`src/rtl/core/vna_pkg.sv`:
```
package vna_pkg;

   localparam int VERTEX_COUNT = 1024;
   localparam int IDX_BITS     = $clog2(VERTEX_COUNT);
   localparam int COORD_BITS   = 16;
   localparam int ACCUM_BITS   = 48;
   localparam int CVAL_BITS    = COORD_BITS + 1;
   localparam int DIFF_BITS    = CVAL_BITS + 1;
   localparam int PROD_BITS    = 2 * DIFF_BITS;
   localparam int CROSS_BITS   = PROD_BITS + 1;
   localparam int NORM_BITS    = 16;

   // request codes
   localparam logic [1:0] REQ_LOAD = 2'd0;
   localparam logic [1:0] REQ_TRI  = 2'd1;
   localparam logic [1:0] REQ_READ = 2'd2;

   typedef enum logic [2:0] {
      L_IDLE,
      L_CLEAR,
      L_MULA,
      L_MULB,
      L_READ,
      L_ADD
   } lane_op_type;

   typedef struct packed {
      lane_op_type         op;
      logic [IDX_BITS-1:0] addr;
   } lane_ctrl_type;

   typedef struct packed {
      logic start;
      logic ack;
   } norm_ctrl_type;

   // Q8.8 as is, or byte u scaled to Q8.8: (u*256+127)/255 == u + (u >= 128)
   function automatic logic signed [CVAL_BITS-1:0] coord_value(
      input logic [COORD_BITS-1:0] raw,
      input logic                  fmt
   );
      logic [8:0] scaled;
      scaled = {1'b0, raw[7:0]} + {8'd0, raw[7]};
      if (fmt) begin
         coord_value = signed'({{(CVAL_BITS-9){1'b0}}, scaled});
      end else begin
         coord_value = signed'({raw[COORD_BITS-1], raw});
      end
   endfunction

endpackage

```
`src/rtl/core/vna_norm.sv`:
```
module vna_norm (
   input  logic                                  clock,
   input  logic                                  reset,
   input  vna_pkg::norm_ctrl_type                ctrl,
   input  logic signed [vna_pkg::ACCUM_BITS-1:0] sum_x,
   input  logic signed [vna_pkg::ACCUM_BITS-1:0] sum_y,
   input  logic signed [vna_pkg::ACCUM_BITS-1:0] sum_z,
   output logic                                  done,
   output logic signed [vna_pkg::NORM_BITS-1:0]  norm_x,
   output logic signed [vna_pkg::NORM_BITS-1:0]  norm_y,
   output logic signed [vna_pkg::NORM_BITS-1:0]  norm_z,
   output logic                                  zero
);
   import vna_pkg::*;

   typedef enum logic [2:0] {
      N_IDLE,
      N_SHIFT,
      N_SQ,
      N_SQRT,
      N_DLOAD,
      N_DIV,
      N_FIN,
      N_DONE
   } nstate_type;

   localparam logic [NORM_BITS-1:0] ONE = NORM_BITS'(16384);

   nstate_type                  state_ff;
   logic [ACCUM_BITS-1:0]       m_ff [3];
   logic [2:0]                  neg_ff;
   logic [61:0]                 sq_ff;
   logic [61:0]                 v_ff;
   logic [32:0]                 rem_ff;
   logic [30:0]                 root_ff;
   logic [4:0]                  cnt_ff;
   logic [1:0]                  comp_ff;
   logic [32:0]                 drem_ff;
   logic [15:0]                 nb_ff;
   logic [15:0]                 q_ff;
   logic signed [NORM_BITS-1:0] n_ff [3];
   logic                        zero_ff;

   logic                        big, tiny;
   logic [59:0]                 sq_prod;
   logic [34:0]                 trial_rem, trial;
   logic [44:0]                 num_in;
   logic [32:0]                 r2;
   logic [NORM_BITS-1:0]        qc;

   always_comb begin
      big   = (|m_ff[0][ACCUM_BITS-1:30]) | (|m_ff[1][ACCUM_BITS-1:30])
            | (|m_ff[2][ACCUM_BITS-1:30]);
      tiny  = ~((|m_ff[0][ACCUM_BITS-1:29]) | (|m_ff[1][ACCUM_BITS-1:29])
            | (|m_ff[2][ACCUM_BITS-1:29]));
      sq_prod   = m_ff[comp_ff][29:0] * m_ff[comp_ff][29:0];
      trial_rem = {rem_ff, v_ff[61:60]};
      trial     = {2'b00, root_ff, 2'b01};
      num_in    = {1'b0, m_ff[comp_ff][29:0], 14'd0} + {15'd0, root_ff[30:1]};
      r2        = {drem_ff[31:0], nb_ff[15]};
      qc        = (q_ff > ONE) ? ONE : q_ff;
   end

   assign done   = (state_ff == N_DONE);
   assign norm_x = n_ff[0];
   assign norm_y = n_ff[1];
   assign norm_z = n_ff[2];
   assign zero   = zero_ff;

   always_ff @(posedge clock) begin
      if (reset) begin
         state_ff <= N_IDLE;
      end else begin
         unique case (state_ff)
            N_IDLE: begin
               if (ctrl.start) begin
                  m_ff[0] <= sum_x[ACCUM_BITS-1] ? ACCUM_BITS'(-sum_x) : sum_x;
                  m_ff[1] <= sum_y[ACCUM_BITS-1] ? ACCUM_BITS'(-sum_y) : sum_y;
                  m_ff[2] <= sum_z[ACCUM_BITS-1] ? ACCUM_BITS'(-sum_z) : sum_z;
                  neg_ff  <= {sum_z[ACCUM_BITS-1], sum_y[ACCUM_BITS-1],
                              sum_x[ACCUM_BITS-1]};
                  if (sum_x == '0 && sum_y == '0 && sum_z == '0) begin
                     zero_ff  <= 1'b1;
                     n_ff[0]  <= '0;
                     n_ff[1]  <= '0;
                     n_ff[2]  <= '0;
                     state_ff <= N_DONE;
                  end else begin
                     zero_ff  <= 1'b0;
                     state_ff <= N_SHIFT;
                  end
               end
            end
            N_SHIFT: begin
               // bring the largest magnitude into [2^29, 2^30), one bit a cycle
               if (big) begin
                  m_ff[0] <= m_ff[0] >> 1;
                  m_ff[1] <= m_ff[1] >> 1;
                  m_ff[2] <= m_ff[2] >> 1;
               end else if (tiny) begin
                  m_ff[0] <= m_ff[0] << 1;
                  m_ff[1] <= m_ff[1] << 1;
                  m_ff[2] <= m_ff[2] << 1;
               end else begin
                  sq_ff    <= '0;
                  comp_ff  <= '0;
                  state_ff <= N_SQ;
               end
            end
            N_SQ: begin
               sq_ff <= sq_ff + {2'b00, sq_prod};
               if (comp_ff == 2'd2) begin
                  v_ff     <= sq_ff + {2'b00, sq_prod};
                  rem_ff   <= '0;
                  root_ff  <= '0;
                  cnt_ff   <= '0;
                  comp_ff  <= '0;
                  state_ff <= N_SQRT;
               end else begin
                  comp_ff <= comp_ff + 2'd1;
               end
            end
            N_SQRT: begin
               if (trial_rem >= trial) begin
                  rem_ff  <= 33'(trial_rem - trial);
                  root_ff <= {root_ff[29:0], 1'b1};
               end else begin
                  rem_ff  <= trial_rem[32:0];
                  root_ff <= {root_ff[29:0], 1'b0};
               end
               v_ff   <= v_ff << 2;
               cnt_ff <= cnt_ff + 5'd1;
               if (cnt_ff == 5'd30) begin
                  state_ff <= N_DLOAD;
               end
            end
            N_DLOAD: begin
               drem_ff  <= {4'd0, num_in[44:16]};
               nb_ff    <= num_in[15:0];
               q_ff     <= '0;
               cnt_ff   <= '0;
               state_ff <= N_DIV;
            end
            N_DIV: begin
               if (r2 >= {2'b00, root_ff}) begin
                  drem_ff <= r2 - {2'b00, root_ff};
                  q_ff    <= {q_ff[14:0], 1'b1};
               end else begin
                  drem_ff <= r2;
                  q_ff    <= {q_ff[14:0], 1'b0};
               end
               nb_ff  <= nb_ff << 1;
               cnt_ff <= cnt_ff + 5'd1;
               if (cnt_ff == 5'd15) begin
                  state_ff <= N_FIN;
               end
            end
            N_FIN: begin
               n_ff[comp_ff] <= neg_ff[comp_ff] ? signed'(-qc) : signed'(qc);
               if (comp_ff == 2'd2) begin
                  state_ff <= N_DONE;
               end else begin
                  comp_ff  <= comp_ff + 2'd1;
                  state_ff <= N_DLOAD;
               end
            end
            N_DONE: begin
               if (ctrl.ack) begin
                  state_ff <= N_IDLE;
               end
            end
            default: begin
               state_ff <= N_IDLE;
            end
         endcase
      end
   end

endmodule

```
`config.mk`:
```
export PLATFORM = sky130hd
export DESIGN_NAME = vna_norm
export DESIGN_NICKNAME = d
export VERILOG_FILES = /design/src/rtl/core/vna_pkg.sv /design/src/rtl/core/vna_norm.sv
export SDC_FILE = /design/constraint.sdc
export NUM_CORES = 2
export LEC_CHECK = 0
export ABC_AREA = 1
export CAP_MARGIN = 30
export CORE_UTILIZATION = 70
export CTS_BUF_LIST = sky130_fd_sc_hd__clkbuf_4 sky130_fd_sc_hd__clkbuf_8
export DETAILED_ROUTE_END_ITERATION = 8
export DONT_BUFFER_PORTS = 1
export GPL_TIMING_DRIVEN = 0
export PLACE_DENSITY = 0.95
export RECOVER_POWER = 50
export SKIP_CTS_REPAIR_TIMING = 1
export SLEW_MARGIN = 20
export SYNTH_ARGS = -nofsm -noshare
export SYNTH_HDL_FRONTEND = slang
export SYNTH_SLANG_ARGS = --single-unit
```
`constraint.sdc`:
```
create_clock -name clock -period 24.8 [get_ports clock]
set_input_delay 1.24 -clock clock [delete_from_list [all_inputs] [get_ports clock]]
set_output_delay 1.24 -clock clock [all_outputs]
set_load 0.1 [all_outputs]
```
**Yosys cells after proc, flatten, opt, wreduce, memory -nomap -nowiden**

Memory sizes are Yosys's and may differ from the RTL's. A register that Yosys moved wholly into a read port is not among the register bits.
Index checks and enable logic that the tools add are counted.

- Register bits after elaboration: 266
- RAM bits: 192
- Bits of input ports: 148
- Output and inout port bits: 50
- Logic and storage cells: 155
- Memories: 2

- $add $sub $neg: 10
- Multipliers: 1
- $lt $le $gt $ge: 4
- Eq/ne operators: 18
- Muxes and demuxes: 71
- Bitwise logic cells: 11
- Reductions and logical operators: 26

Memories:

| memory | depth | bits a word | rd ports | clocked after Yosys merged registers in | wr ports | line | text |
|---|---|---|---|---|---|---|---|
| m_ff | 3 | 48 | 4 | 1 | 3 | vna_norm.sv:30 | `logic [ACCUM_BITS-1:0] m_ff [3];` |
| n_ff | 3 | 16 | 3 | 0 | 3 | vna_norm.sv:41 | `logic signed [NORM_BITS-1:0] n_ff [3];` |

Operators by type and width:

| kind | number |
|---|---|
| 48-bit two-way mux | 9 |
| 62-bit case mux with 2 select lines | 2 |
| 62-bit two-way mux | 3 |
| 48-bit logical NOT | 3 |
| 48-bit negator | 3 |
| 33-bit two-way mux | 2 |
| 33-bit case mux with 2 select lines | 1 |
| 16-bit case mux with 2 select lines | 2 |
| 32-bit case mux with 2 select lines | 1 |
| 62-bit by 60-bit adder with 62-bit output | 1 |
| 31-bit case mux with 2 select lines | 1 |
| 30-bit by 30-bit multiplier with 60-bit output | 1 |
| 19-bit OR reduction | 3 |
| 18-bit OR reduction | 3 |
| 16-bit two-way mux | 3 |
| 44-bit by 30-bit adder with 45-bit output | 1 |
| 35-bit by 33-bit >= comparator with 1-bit output | 1 |
| 33-bit by 31-bit >= comparator with 1-bit output | 1 |
| 33-bit subtractor | 1 |
| 32-bit two-way mux | 1 |
| 32-bit by 31-bit subtractor with 32-bit output | 1 |
| 31-bit two-way mux | 1 |
| 1-bit two-way mux | 25 |
| 3-bit two-way mux | 8 |
| 31 further kinds | 63 |

**Longest topological paths before layout**

An unclocked memory read counts as a cell.

- Depth in word-level cells: 10
- Gate-level depth with buffers: 41
- Mapped depth without buffers: 39

**Worst setup path after synthesis**

No wires, ideal clock.

- Path type: input to register
- Start: in reset
- End: reg rem_ff[0] (enable)
- Arrival time: 13.241 ns
- Required time: 23.876 ns
- Path slack: 10.635 ns
- Stages: 1
- Path buffers: 0
- Path through: nor4_1

- Longest elaborated chain between the ends: 2

RTL lines:

| element | line | text |
|---|---|---|
| from (decl) | vna_norm.sv:3 | `input logic reset,` |
| 1-bit NOT (no source line) | -- |  |
| 3-bit AND reduction (no source line) | -- |  |
| to (signal assigned) | vna_norm.sv:125 | `rem_ff <= 33'(trial_rem - trial);` |
| to (signal assigned) | vna_norm.sv:128 | `rem_ff <= trial_rem[32:0];` |
| to (decl) | vna_norm.sv:34 | `logic [32:0] rem_ff;` |

No other way between the ends.
A chain may end at the register's enable or synchronous reset.

==> results.md <==
* Total GRT Usage at 54.0%
* Layout cell share with drive strength beyond 1 at 4.43%
* DR vias/cell at 6.40
* Clk_skew at 60.9 ps
* Post-Syn Instances at 7583
* Max H-tree Level at 3
* Final Hold Viols at 0
* Die height at 294 um
* Fin Setup TNS at 0 ps
* Final Max Slew Viols at 112
* Post-DP Area at 61500 sq um
* Fillers at 6076
* Die Area at 86200 sq um
* Finished Cell Area at 62900 sq um
* Vias in the first global route at 57000
* Crit share post-route at 43.8%
* Crit path arrival time at 11290 ps
* Antenna-violating nets left at 0
* Drc violations at 18
* Synth area leaders: fa_1, edfxtp_1, inv_1
* Crit-path slowest cell: clkinv_1
* CP most frequent cell: nand2_1
* Std cell rows at 106
* TritonCTS clock tree: built
* CP Max Fanout at 10
* Minimum clock period at 10860 ps
* Yosys warnings at 0
* Share of Yosys cell area claimed by the top area cell type at 25.6%
* Core ar. at 84000 sq um
* Crit Path Category: reg2reg
* Max incr delay on CP at 1140 ps
* Reg area at 13800 sq um
* Post-synthesis cell area at 59600 sq um
* # setup viols final at 0
* Root Driver: clkbuf_8
* Failing checks: DRC, capacitance limit, slew limit
* Slew HR at -73.4%
* Post-synth net total at 8832
* First-pass GRT wire length at 340000 um
* Total Routed Length at 230000 um
* Fmax at 92.1 MHz
* DRT iter0 DRCs at 8987
* Avg Cell Area, Syn at 7.85 sq um
* CTS buffer count at 80
* EDFF count, synth at 455
* FF+latch count, synth at 460
* Ports at 198
* Sequential fraction of the synthesis area at 23.1%
* Syn-to-layout area delta at 5.69%
* Post-route setup slack at 13940 ps
* # clock sinks at 460
* Crit. End Element: flop
* Via count at 57100
* Port Buffers at 0
* Outcome: finished, violations left
* CP Launch Type: flop
* Initial core utilization at 70.9%
* Yosys cell types at 59
* DRT Pass-1 Iters at 9
* Placer Congestion at 1.10
* Clk buf depth at 3
* Place WS at 14620 ps
* Nets at 8976
* Worst Hold Class: reg2reg
* Largest net degree at the start of global routing at 44
* Asr flop ratio synth at 0%
* Post-synth top area cell: fa_1
* Die W at 294 um
* Worst-margin pin slew at 2600 ps
* Worst Path Required at 25230 ps
* Main flop type after synthesis: edfxtp_1
* Clock transition at path regs at 60 ps
* WL/cell at 25.8 um
* Max cap viols at 3
* Multi-input logic area at 38600 sq um
* HPWL after DPL at 184000 um
* Grt total ovfl at 0
* RSZ-0062 raised after global routing: false
* Clock latency at the later pin of the worst-skew pair at 770 ps
* Initial antenna violation count at 17
==> kinds of logic after synthesis <==
group | synth area share (%)
XOR/XNOR | 2.63
AO/OA/AOI/OAI | 6.86
AND/OR/NAND/NOR | 22.7
multiplexers | 0.0168
buffers and inverters | 11.9
adder cells (fa/ha/maj) | 32.7
flip-flops | 23.1
==> final cells by class <==
type	instances	share of cell area, %
antenna	11	0.0437
buffer	208	1.57
clock buffer	106	2.09
clock inverter	30	0.404
inverter	1606	9.59
multi-input combinational	5309	61.4
sequential	460	21.9
tap	1134	2.25
timing repair buffer	62	0.781
==> Yosys cell counts (63+ instances only) <==
cell and count:
inv_1 1583, nand2_1 1581, nor2_1 1050, fa_1 761, edfxtp_1 455, nand3_1 392
ha_1 340, o21ai_0 289, a21oi_1 249, xor2_1 119, clkbuf_1 91, buf_2 63
nand4_1 63
==> worst max-delay path: cells and delay by family, from the launching register on <==
kind | cells | cell delay (ps)
AO/OA/AOI/OAI | 1 | 700
adder cells (fa/ha/maj) | 9 | 4350
buffers and inverters | 11 | 2570
flip-flops | 1 | 340
AND/OR/NAND/NOR | 13 | 2550
==> per-stage QoR <==
stage / hold WS (ps) / util (%) / instances
finish: 523 / 75.0 / 8926
global route: 545 / 75.0 / 8921
CTS: 518 / 75.1 / 8903
detailed placement: 511 / 73.2 / 8767
global placement: 499 / 72.6 / 8717
floorplan: 494 / - / 7583
==> sequential cells by signal, summed over array words and instances, names as in the netlist, named ones only <==
name,count
m_ff,144
sq_ff,62
v_ff,62
n_ff,48
rem_ff,33
drem_ff,32
root_ff,31
nb_ff,16
q_ff,16
cnt_ff,5
neg_ff,3
state_ff,3
comp_ff,2
zero,1
==> metal layers <==
layer	track usage, %	vias to the layer above	wire [um]	part of all wire, %
met5	4.08	-	450	0.20
met2	75.7	5324	93200	40
met1	65.7	26400	77200	33
li1	-	23800	-	-
met4	39.6	32	22000	9.6
met3	23.8	1644	37600	16
==> final timing paths <==
check                                   startpoint            endpoint  slack [ps]  depth (start not counted)
worst max-delay path                          flop  v_ff[61]$_DFFE_PP_       13940                         34
worst max register to register                flop  v_ff[61]$_DFFE_PP_       13940                         34
worst min-delay path            v_ff[55]$_DFFE_PP_  v_ff[57]$_DFFE_PP_         520                          2
worst min register to register  v_ff[55]$_DFFE_PP_  v_ff[57]$_DFFE_PP_         520                          2
==> placed cells by master (no fill, tap or decap), drive strengths merged, types with 7 or more instances in the layout <==
master  synthesis  layout
a21oi         250     250
nand3b         42      42
diode           0      11
nand2        1587    1587
a22oi          10      10
o21a           10      10
fa            761     761
o31ai           8       8
nor4           29      29
inv          1601    1606
o211ai         38      38
xor2          119     119
clkbuf         92     238
edfxtp        455     455
nor2         1061    1061
ha            340     340
or2            41      41
xnor2          60      60
nor3           61      61
o21ai         367     367
a31oi          12      12
a21o           16      16
o21bai         17      17
buf           116     138
nand3         394     394
and2            7       7
nand4          63      63
clkinv          5      27
Power is not shown: default switching activity piles up to over one toggle a cycle in this logic, so the estimate is an artifact.
